### src/sv/hbrp_pkg.sv
// Package for the HTTP byte-range parser: payload and stage types, phase codes,
// character constants and the saturating number helpers.
// Depends on nothing.
package hbrp_pkg;

   localparam int OFFSET_BITS = 64;
   localparam int SIZE_BITS   = 63;
   localparam int CHAR_BITS   = 8;
   localparam int WIDE_BITS   = SIZE_BITS + 1;

   typedef logic [OFFSET_BITS-1:0]        mag_type;
   typedef logic signed [OFFSET_BITS-1:0] off_type;
   typedef logic [CHAR_BITS-1:0]          char_type;

   localparam mag_type OFF_CAP   = mag_type'(1) << (OFFSET_BITS - 1);
   localparam mag_type OFF_MAX   = OFF_CAP - mag_type'(1);
   localparam mag_type CAP_DIV10 = OFF_CAP / 10;

   localparam char_type CH_NUL   = 8'h00;
   localparam char_type CH_TAB   = 8'h09;
   localparam char_type CH_CR    = 8'h0D;
   localparam char_type CH_SPACE = 8'h20;
   localparam char_type CH_PLUS  = 8'h2B;
   localparam char_type CH_COMMA = 8'h2C;
   localparam char_type CH_DASH  = 8'h2D;
   localparam char_type CH_ZERO  = 8'h30;
   localparam char_type CH_NINE  = 8'h39;

   localparam logic [2:0] PREFIX_CHARS = 3'd6;

   typedef enum logic [3:0] {
      PH_PREFIX,
      PH_LEAD,
      PH_AWS,
      PH_ASGN,
      PH_ADIG,
      PH_DASH,
      PH_BWS,
      PH_BSGN,
      PH_BDIG,
      PH_DONE,
      PH_FAIL
   } phase_type;

   typedef enum logic [1:0] {
      NS_START,
      NS_SIGN,
      NS_DIGITS
   } nsub_type;

   typedef struct packed {
      char_type             ch;
      logic                 last;
      logic [SIZE_BITS-1:0] total_size;
   } req_type;

   typedef struct packed {
      logic                 satisfiable;
      logic [SIZE_BITS-1:0] first_byte;
      logic [SIZE_BITS-1:0] last_byte;
   } rsp_type;

   typedef struct packed {
      phase_type phase;
      mag_type   accum;
      logic      neg;
      mag_type   first;
      logic      suffix;
      logic      open;
      mag_type   fs;
   } snap_type;

   typedef struct packed {
      logic    parse_ok;
      logic    suffix;
      logic    open;
      mag_type first;
      off_type second;
      mag_type fs;
   } res_type;

   typedef struct packed {
      logic    ok;
      off_type start;
      off_type stop;
      off_type fs;
   } span_type;

   function automatic char_type prefix_char(input logic [2:0] pos);
      char_type c;
      begin
         unique case (pos)
            3'd0:    c = 8'h62;
            3'd1:    c = 8'h79;
            3'd2:    c = 8'h74;
            3'd3:    c = 8'h65;
            3'd4:    c = 8'h73;
            3'd5:    c = 8'h3D;
            default: c = CH_NUL;
         endcase
         return c;
      end
   endfunction

   function automatic logic is_space(input char_type c);
      return (c == CH_SPACE) || (c >= CH_TAB && c <= CH_CR);
   endfunction

   function automatic mag_type sat_pos(input mag_type acc);
      return (acc > OFF_MAX) ? OFF_MAX : acc;
   endfunction

   function automatic mag_type add_digit(input mag_type acc, input logic [3:0] d);
      logic [OFFSET_BITS:0] wide;
      logic [OFFSET_BITS:0] prod;
      mag_type              res;
      begin
         wide = {1'b0, acc};
         prod = (wide << 3) + (wide << 1) + (OFFSET_BITS + 1)'(d);
         if (acc > CAP_DIV10) begin
            res = OFF_CAP;
         end else if (prod > {1'b0, OFF_CAP}) begin
            res = OFF_CAP;
         end else begin
            res = prod[OFFSET_BITS-1:0];
         end
         return res;
      end
   endfunction

endpackage

### src/sv/http_byte_range_parser.sv
// Top level of the HTTP byte-range parser: character parser, verdict pipeline
// and output register. Depends on hbrp_pkg.
//
// Usage
//   req channel: one Range header character per transfer (ch, last, total_size).
//   The header is sent character by character; the transfer with last = 1
//   closes it and carries the file size. A NUL character ends the string
//   early; later characters up to the last one are ignored.
//   rsp channel: exactly one verdict per header (satisfiable, first_byte,
//   last_byte), both offsets zero when the range is not satisfiable.
// Timing
//   One character per cycle while req_ready is high: each character needs one
//   compare and one saturating times-ten accumulate in the parse stage. The
//   verdict passes the snapshot, end-of-string resolve, range arithmetic and
//   bound-check registers before it is presented on the rsp channel.
// Reset and stall
//   Reset empties every stage and returns the parser to prefix matching.
//   A stalled rsp channel holds the verdict in the output register; the three
//   verdict stages keep filling behind it, and req_ready drops only when a
//   last character cannot move into a full pipeline.
module http_byte_range_parser (
   input  logic              clock,
   input  logic              reset,
   input  logic              req_valid,
   output logic              req_ready,
   input  hbrp_pkg::req_type req_data,
   output logic              rsp_valid,
   input  logic              rsp_ready,
   output hbrp_pkg::rsp_type rsp_data
);
   import hbrp_pkg::*;

   req_type    s0_ff;
   logic       s0_v_ff;
   phase_type  phase_ff, phase_in;
   logic [2:0] pos_ff, pos_in;
   mag_type    accum_ff, accum_in;
   logic       neg_ff, neg_in;
   mag_type    first_ff, first_in;
   logic       suffix_ff, suffix_in;
   logic       open_ff, open_in;

   snap_type   s1_ff, s1_in;
   logic       s1_v_ff;
   res_type    s2_ff, s2_in;
   logic       s2_v_ff;
   span_type   s3_ff, s3_in;
   logic       s3_v_ff;
   rsp_type    out_ff, out_in;
   logic       out_v_ff;

   logic       s0_adv, s1_ready, s2_ready, s3_ready, out_ready;

   char_type   ch;
   logic       is_digit;
   logic       run_num;
   logic       second;
   nsub_type   sub;
   mag_type    acc_e;
   logic       neg_e;
   logic [WIDE_BITS-1:0] fs_ext;

   off_type    fs2, fs2_m1, first2;
   off_type    fs3, start3, stop3;
   logic       ok3;

   assign out_ready = !out_v_ff || rsp_ready;
   assign s3_ready  = !s3_v_ff || out_ready;
   assign s2_ready  = !s2_v_ff || s3_ready;
   assign s1_ready  = !s1_v_ff || s2_ready;
   assign s0_adv    = s0_v_ff && (!s0_ff.last || s1_ready);
   assign req_ready = !s0_v_ff || s0_adv;

   assign ch       = s0_ff.ch;
   assign is_digit = (ch >= CH_ZERO) && (ch <= CH_NINE);

   always_comb begin
      phase_in  = phase_ff;
      pos_in    = pos_ff;
      accum_in  = accum_ff;
      neg_in    = neg_ff;
      first_in  = first_ff;
      suffix_in = suffix_ff;
      open_in   = open_ff;
      run_num   = 1'b0;
      second    = 1'b0;
      sub       = NS_START;
      acc_e     = accum_ff;
      neg_e     = neg_ff;
      if (phase_ff != PH_DONE && phase_ff != PH_FAIL) begin
         if (ch == CH_NUL) begin
            unique case (phase_ff)
               PH_ADIG: begin
                  if (suffix_ff && !neg_ff && accum_ff != '0) begin
                     first_in = sat_pos(accum_ff);
                     phase_in = PH_DONE;
                  end else begin
                     phase_in = PH_FAIL;
                  end
               end
               PH_BDIG: phase_in = PH_DONE;
               PH_DASH: begin
                  open_in  = 1'b1;
                  phase_in = PH_DONE;
               end
               default: phase_in = PH_FAIL;
            endcase
         end else begin
            unique case (phase_ff)
               PH_PREFIX: begin
                  if (pos_ff < PREFIX_CHARS && ch == prefix_char(pos_ff)) begin
                     pos_in = pos_ff + 3'd1;
                     if (pos_ff == PREFIX_CHARS - 3'd1) begin
                        phase_in = PH_LEAD;
                     end
                  end else begin
                     phase_in = PH_FAIL;
                  end
               end
               PH_LEAD: begin
                  if (ch != CH_SPACE) begin
                     accum_in = '0;
                     neg_in   = 1'b0;
                     acc_e    = '0;
                     neg_e    = 1'b0;
                     phase_in = PH_AWS;
                     if (ch == CH_DASH) begin
                        suffix_in = 1'b1;
                     end else begin
                        run_num = 1'b1;
                     end
                  end
               end
               PH_AWS: run_num = 1'b1;
               PH_ASGN: begin
                  run_num = 1'b1;
                  sub     = NS_SIGN;
               end
               PH_ADIG: begin
                  run_num = 1'b1;
                  sub     = NS_DIGITS;
               end
               PH_DASH: begin
                  if (ch == CH_COMMA) begin
                     open_in  = 1'b1;
                     phase_in = PH_DONE;
                  end else begin
                     acc_e   = '0;
                     neg_e   = 1'b0;
                     second  = 1'b1;
                     run_num = 1'b1;
                  end
               end
               PH_BWS: begin
                  second  = 1'b1;
                  run_num = 1'b1;
               end
               PH_BSGN: begin
                  second  = 1'b1;
                  run_num = 1'b1;
                  sub     = NS_SIGN;
               end
               PH_BDIG: begin
                  second  = 1'b1;
                  run_num = 1'b1;
                  sub     = NS_DIGITS;
               end
               default: phase_in = PH_FAIL;
            endcase
         end
      end

      if (run_num) begin
         accum_in = acc_e;
         neg_in   = neg_e;
         if (is_digit) begin
            accum_in = add_digit(acc_e, 4'(ch - CH_ZERO));
            phase_in = second ? PH_BDIG : PH_ADIG;
         end else begin
            case (sub)
               NS_START: begin
                  if (is_space(ch)) begin
                     phase_in = second ? PH_BWS : PH_AWS;
                  end else if (ch == CH_PLUS) begin
                     phase_in = second ? PH_BSGN : PH_ASGN;
                  end else if (ch == CH_DASH) begin
                     neg_in   = 1'b1;
                     phase_in = second ? PH_BSGN : PH_ASGN;
                  end else begin
                     phase_in = PH_FAIL;
                  end
               end
               NS_SIGN: phase_in = PH_FAIL;
               default: begin
                  if (second) begin
                     phase_in = PH_DONE;
                  end else if (suffix_ff) begin
                     if (!neg_e && acc_e != '0) begin
                        first_in = sat_pos(acc_e);
                        phase_in = PH_DONE;
                     end else begin
                        phase_in = PH_FAIL;
                     end
                  end else if ((neg_e && acc_e != '0) || ch != CH_DASH) begin
                     phase_in = PH_FAIL;
                  end else begin
                     first_in = sat_pos(acc_e);
                     accum_in = '0;
                     neg_in   = 1'b0;
                     phase_in = PH_DASH;
                  end
               end
            endcase
         end
      end
   end

   assign fs_ext = {1'b0, s0_ff.total_size};

   always_comb begin
      s1_in.phase  = phase_in;
      s1_in.accum  = accum_in;
      s1_in.neg    = neg_in;
      s1_in.first  = first_in;
      s1_in.suffix = suffix_in;
      s1_in.open   = open_in;
      s1_in.fs     = (fs_ext > WIDE_BITS'(OFF_MAX)) ? OFF_MAX : OFFSET_BITS'(fs_ext);
   end

   always_comb begin
      s2_in.suffix   = s1_ff.suffix;
      s2_in.open     = s1_ff.open;
      s2_in.first    = s1_ff.first;
      s2_in.fs       = s1_ff.fs;
      s2_in.second   = s1_ff.neg ? off_type'(-s1_ff.accum) : off_type'(sat_pos(s1_ff.accum));
      s2_in.parse_ok = 1'b0;
      unique case (s1_ff.phase) inside
         PH_ADIG: begin
            s2_in.parse_ok = s1_ff.suffix && !s1_ff.neg && s1_ff.accum != '0;
            s2_in.first    = sat_pos(s1_ff.accum);
         end
         PH_BDIG, PH_DONE: s2_in.parse_ok = 1'b1;
         PH_DASH: begin
            s2_in.parse_ok = 1'b1;
            s2_in.open     = 1'b1;
         end
         default: s2_in.parse_ok = 1'b0;
      endcase
   end

   assign fs2    = off_type'(s2_ff.fs);
   assign fs2_m1 = fs2 - off_type'(1);
   assign first2 = off_type'(s2_ff.first);

   always_comb begin
      s3_in.fs = fs2;
      s3_in.ok = s2_ff.parse_ok && (fs2 > off_type'(0));
      if (s2_ff.suffix) begin
         s3_in.start = (fs2 > first2) ? (fs2 - first2) : off_type'(0);
         s3_in.stop  = fs2_m1;
      end else begin
         s3_in.start = first2;
         s3_in.stop  = s2_ff.open ? fs2_m1 : s2_ff.second;
      end
   end

   assign fs3    = s3_ff.fs;
   assign start3 = s3_ff.start;
   assign stop3  = s3_ff.stop;
   assign ok3    = s3_ff.ok && !(start3 >= fs3) && !(start3 > stop3);

   always_comb begin
      out_in.satisfiable = ok3;
      out_in.first_byte  = '0;
      out_in.last_byte   = '0;
      if (ok3) begin
         out_in.first_byte = SIZE_BITS'(start3[OFFSET_BITS-2:0]);
         if (stop3 >= fs3) begin
            out_in.last_byte = fs3[OFFSET_BITS-2:0] - SIZE_BITS'(1);
         end else begin
            out_in.last_byte = SIZE_BITS'(stop3[OFFSET_BITS-2:0]);
         end
      end
   end

   always_ff @(posedge clock) begin
      if (reset || (s0_adv && s0_ff.last)) begin
         phase_ff  <= PH_PREFIX;
         pos_ff    <= '0;
         accum_ff  <= '0;
         neg_ff    <= 1'b0;
         first_ff  <= '0;
         suffix_ff <= 1'b0;
         open_ff   <= 1'b0;
      end else if (s0_adv) begin
         phase_ff  <= phase_in;
         pos_ff    <= pos_in;
         accum_ff  <= accum_in;
         neg_ff    <= neg_in;
         first_ff  <= first_in;
         suffix_ff <= suffix_in;
         open_ff   <= open_in;
      end
   end

   always_ff @(posedge clock) begin
      if (reset) begin
         s0_v_ff  <= 1'b0;
         s1_v_ff  <= 1'b0;
         s2_v_ff  <= 1'b0;
         s3_v_ff  <= 1'b0;
         out_v_ff <= 1'b0;
      end else begin
         if (req_ready) begin
            s0_v_ff <= req_valid;
         end
         if (s1_ready) begin
            s1_v_ff <= s0_adv && s0_ff.last;
         end
         if (s2_ready) begin
            s2_v_ff <= s1_v_ff;
         end
         if (s3_ready) begin
            s3_v_ff <= s2_v_ff;
         end
         if (out_ready) begin
            out_v_ff <= s3_v_ff;
         end
      end
   end

   always_ff @(posedge clock) begin
      if (req_ready) begin
         s0_ff <= req_data;
      end
      if (s1_ready) begin
         s1_ff <= s1_in;
      end
      if (s2_ready) begin
         s2_ff <= s2_in;
      end
      if (s3_ready) begin
         s3_ff <= s3_in;
      end
      if (out_ready) begin
         out_ff <= out_in;
      end
   end

   assign rsp_valid = out_v_ff;
   assign rsp_data  = out_ff;

endmodule

### config.mk
export PLATFORM = sky130hd
export DESIGN_NAME = http_byte_range_parser
export DESIGN_NICKNAME = d
export VERILOG_FILES = /design/src/sv/hbrp_pkg.sv /design/src/sv/http_byte_range_parser.sv
export SDC_FILE = /design/constraint.sdc
export NUM_CORES = 2
export LEC_CHECK = 0
export BUFFER_PORTS_ARGS = -buffer_cell sky130_fd_sc_hd__buf_4
export CAP_MARGIN = 20
export CORE_MARGIN = 3
export CORE_UTILIZATION = 35
export CTS_CLUSTER_SIZE = 16
export DETAILED_ROUTE_END_ITERATION = 12
export GPL_ROUTABILITY_DRIVEN = 0
export HOLD_SLACK_MARGIN = 0.15
export SLEW_MARGIN = 20
export SYNTH_ARGS = -nofsm -noshare
export SYNTH_HDL_FRONTEND = slang
export SYNTH_SLANG_ARGS = --single-unit
### constraint.sdc
create_clock -name clock -period 15.77 [get_ports clock]
set_input_delay 1.577 -clock clock [delete_from_list [all_inputs] [get_ports clock]]
set_output_delay 1.577 -clock clock [all_outputs]
set_load 0.02 [all_outputs]
Word-level counts from Yosys, hierarchy flattened. Cells that the tools add are included.

Input port bits: 76. Flip-flop bits (word level): 929. Logic and storage cells: 240.

Order comparisons: 16. Reductions and logical operators: 50. Muxes and demuxes: 102. $add $sub $neg: 8. Eq/ne operators: 27. Bitwise gates (word level): 1.

Operators with widths (number): $mux 64 (33); $gt 64x63->1 const B (3); $reduce_bool 64->1 (3); $ge 64x64->1 (2); $gt 64x64->1 (2); $mux 128 (1); $pmux 64 s2 (1); $add 65x4->65 (1); $add 65x65->65 (1); $gt 65x64->1 const B (1); $gt 64x1->1 const B (1); $gt 64x60->1 const B (1); $neg 64->64 (1); $sub 64x2->64 const B (1); $sub 64x64->64 (1); $gt 63x63->1 const B (1); $mux 63 (1); $sub 63x2->63 const B (1); $mux 4 (15); $pmux 7 s6 (1); $eq 8x6->1 const B (4); $mux 1 (32); $eq 4x3->1 const B (6); $mux 8 (3); other kinds (36) (87).

Longest topological paths before layout.
Depth after elaboration: 14. Depth in mapped cells: 28. Mapped depth without buffers: 23.

Worst setup path before layout. No wires, ideal clock.

Kind: input to register. Start point: input rsp_ready. End point: register s2_ff (netlist bit first2[0]) (enable). Required time: 14.206 ns. Arrival time: 5.101 ns. Slack: 9.104 ns. Stages on the path: 3. Cells stage by stage: nor2b_1 > and2_1 > nand2_1.

Word-level cells in the longest chain between the ends: 3.

RTL lines: from (decl) (line http_byte_range_parser.sv:28) `input logic rsp_ready,`; $logic_or 1x1->1 (line http_byte_range_parser.sv:67) `assign out_ready = !out_v_ff || rsp_ready;`; $logic_or 1x1->1 (line http_byte_range_parser.sv:68) `assign s3_ready = !s3_v_ff || out_ready;`; $logic_or 1x1->1 (line http_byte_range_parser.sv:69) `assign s2_ready = !s2_v_ff || s3_ready;`; via s2_ready (line http_byte_range_parser.sv:52) `logic s0_adv, s1_ready, s2_ready, s3_ready, out_ready;`; to (signal assigned) (line http_byte_range_parser.sv:340) `s2_ff <= s2_in;`; to (decl) (line http_byte_range_parser.sv:45) `res_type s2_ff, s2_in;`.

The timed path passes the listed nets, and every way through them passes these cells. A chain may end at the register's enable or synchronous reset.

Worst setup path in the final report.
Start point: register s0_ff (netlist bit ch[4]). End point: register accum_ff[12].

Word-level cells in the longest chain between the ends: 14. Elaborated cells between the ends (all ways): 50. Those cells by class: 2 x add/sub; 4 x order compare; 5 x eq/ne; 32 x mux; 7 x reduce/logical.

RTL lines: from (decl) (line http_byte_range_parser.sv:33) `req_type s0_ff;`; from (signal assigned) (line http_byte_range_parser.sv:334) `s0_ff <= req_data;`; branches (longest 13 deep; another with $add 65x65->65); $mux 64 (*) (line http_byte_range_parser.sv:173) `if (run_num) begin`; to (signal assigned) (line http_byte_range_parser.sv:298) `accum_ff <= accum_in;`; to (decl) (line http_byte_range_parser.sv:37) `mag_type accum_ff, accum_in;`.

Mark *: on every way between the ends.

==> flow_summary.toml <==
[outcome]
status = "complete, no violations"

[sta]
hold_viol = 0
slew_violations = 0
tightest_slew_ns = 1.08
timing.final.crit_period_ns = 7.90
fin_hold_ws_ns = 0.414
final-setup-viol-count = 0
skew_ns = 0.0337
fin_tns_setup_ns = 0
max_freq_mhz = 127
rsz0062_at_grt = "no"
relSlewSlack_pct = 27.5
finalCritPeriodShare_pct = 50.1

[placed_design]
portBuffers = 204
dpl_cell_area_sq_mm = 0.0561
dp_hpwl_mm = 113

[logic_synthesis]
ys.flop_type = "edfxtp_1"
ys_warn_count = 0
synth-seq-cells = 926
synth_cells = 5263
syn-cell-area_sq_mm = 0.0529
netlist-cell-type-count = 104
ys_seq_area_share_pct = 49.9
avgSynthCellArea_sq_um = 10.0
synth_edf_count = 783
syn-num-nets = 5727
synthArstFlopShare_pct = 0

[clocking]
ctsHoldBuffers = 0
insertion_delay_ns = 0.70
cts-resized-gates = 0
cts_tree = "done"
cts_made_buffers = 95
cts_sinks = 926
post_cts.repair.setup_buffers = 0
clk_pin_slew_worst_paths_ns = 0.06
clockBufferDepth = 3
cts_root_buf = "clkbuf_16"
htreeDepth = 3

[grt]
grt_util_all_layers_pct = 18.5
grt_overflow_total = 0
antenna_found_initial = 1
grt_first_pass_wirelength_mm = 227
grt_max_degree = 94
grt_pass1_vias = 38000

[finish]
drive_gt1_share_pct = 8.97
area_delta_synth_final_pct = 12.2
multi_input_area_sq_mm = 0.0243
regArea_sq_mm = 0.0264
design_area_sq_mm = 0.0593
nFillCells = 14500
fin_nets = 5755

[worst_setup_path]
cp-start-kind = "flop"
worstPathCellList = "nor2_1 -> nand2_1 -> or4_1 -> nand4b_1 -> buf_4 -> and2_1 -> ha_1 -> xnor2_1 -> fa_1 -> nor2b_1 -> o31a_1 -> o211ai_2 -> a2111oi_2 -> nor3_2 -> o21bai_1 -> mux2_2 -> or3b_2 -> nor4_1 -> nand4b_1 -> o31a_1 -> nor3_4 -> buf_4 -> a22o_1"
cp_top_family = "simple AND/OR/NAND/NOR gates"
path_buf_inv = 2
slowest_delay_ns = 0.64
cp_data_arrival_time_ns = 8.53
required_ns = 16.40
cp_max_fo = 71
end_kind = "flop"
setup.worst_path.class = "flop to flop"
critPathSlowestCell = "or4_1"

[floorplan]
die_x_um = 395
fp.dieH_um = 395
coreArea_sq_mm = 0.149
die-area_sq_mm = 0.156
start_util_pct = 35.5
rows = 141
ios = 205

[routing]
drt_first_pass_iters = 6
ant_nets = 0
wl_per_cell_um = 20.0
drc = 0
via_per_inst = 5.41
drt_wl_total_mm = 148
vias = 39900
drtIter0Drc = 3472

[pwr]
p_leak_nw = 24.1
p_total_w = 0.00555
worst_ir_drop_vdd_uv = 82.0
power_density_mw_per_mm2 = 93.5

[run]
maxCapViolCount = 0

[hold_path]
hold_path_class = "flop to flop"
[power by group]
part	leakage [nW]	internal, W	switching, W
registers	10.3	0.00272	0.0000709
logic	12.2	0.000159	0.000265
clock network	1.57	0.00137	0.000961
[final cells by class]
cell class / instances / area share (%)
timing repair buffer: 245 / 3.10
inverter: 263 / 1.69
clock inverter: 63 / 1.24
sequential: 926 / 44.5
clock buffer: 114 / 4.23
multi-input combinational: 3760 / 41.0
tap: 2002 / 4.22
antenna: 2 / 0.00844
[cell usage in the layout (no fill, tap or decap), types with 18 or more instances in the layout]
master	Yosys	final
nand3_1	116	115
xnor2_1	175	175
o21ai_1	27	27
nor2_1	554	551
o31ai_1	26	26
ha_1	386	386
a31oi_1	50	50
clkbuf_16	0	97
o21bai_1	18	18
and3_1	19	19
dfxtp_1	143	142
o21a_1	31	31
nor2b_1	46	46
xor2_1	70	70
edfxtp_1	783	783
nor3_1	83	82
inv_1	261	258
nor4_1	63	62
a22o_1	100	100
nand4_1	96	96
a21o_1	138	137
o21ai_0	284	283
or3_1	29	29
a21oi_1	455	453
or2_2	18	18
and2_1	130	129
a211oi_1	70	70
nand2_1	456	454
buf_4	3	245
nand2b_1	38	38
or4_1	29	28
[synthesized netlist by cell type, drive strengths merged (71+ instances only)]
library cell,number,area share [%]
edfxtp,783,44
nor2,555,4.0
a21oi,459,4.4
nand2,457,3.2
ha,386,9.1
o21ai,311,2.9
inv,263,1.9
clkbuf,261,1.9
xnor2,175,2.9
dfxtp,143,5.4
a21o,138,2.0
and2,131,1.6
nand3,117,1.1
a22o,100,1.7
nand4,97,1.2
nor3,92,0.98
a211oi,71,1.0
[through the flow]
step / instances / setup slack, ns / util, %
floorplan: 5263 / 9.10 / -
global placement: 7196 / 8.19 / 37.6
detailed placement: 7196 / 8.06 / 37.6
CTS: 7373 / 8.01 / 39.8
global route: 7373 / 7.45 / 39.8
finish: 7375 / 7.87 / 39.8
[routing by layer]
| layer | vias up | track usage [%] | part of all wire [%] |
|---|---|---|---|
| li1 | 19200 | - | - |
| met4 | 0 | 6.90 | 3.6 |
| met1 | 19000 | 25.6 | 45 |
| met5 | - | 0 | 0 |
| met2 | 1392 | 29.3 | 45 |
| met3 | 261 | 2.57 | 6.2 |
[worst reg2reg max path: cells and delay by family (launching register included)]
kind,cells,cell delay [ns]
compound gates,6,1.90
xor+xnor,1,0.18
fa+ha+maj,2,0.72
buf+inv,2,1.04
flops,1,0.44
mux,1,0.39
simple gates,11,3.16
[registers in the layout, indices dropped and copies added (netlist names), 3 cells and up]
name      count
accum_ff     64
pos_ff        3
ch            8
first2       64
fs2          63
rsp_data    127
stop3        64
phase_ff      4
start3       64
s1_ff       198
first_ff     64
s2_ff        67
fs_ext       63
fs3          63
[path summary, 6_finish.rpt]
kind / from / to / slack [ns] / cells past startpoint
setup / recovery: ch[4] / accum_ff[12] / 7.87 / 23
hold / removal: s1_ff[6] / fs2[6] / 0.41 / 0
setup reg to reg: ch[4] / accum_ff[12] / 7.87 / 23
hold reg to reg: s1_ff[6] / fs2[6] / 0.41 / 0
[cell families (layout without fill, tap and decap cells)]
kind of cell    count (synthesis)  after routing  synth area share [%]
fa+ha+maj                     388            388                  9.21
compound gates               1357           1357                  16.1
xor+xnor                      245            245                  4.06
mux                            14             14                 0.272
flops                         926            926                  49.9
other cells                     0              2                     0
simple gates                 1756           1756                  16.2
buf+inv                       577            685                  4.27
No activity file was read; power rests on OpenSTA's default activity.
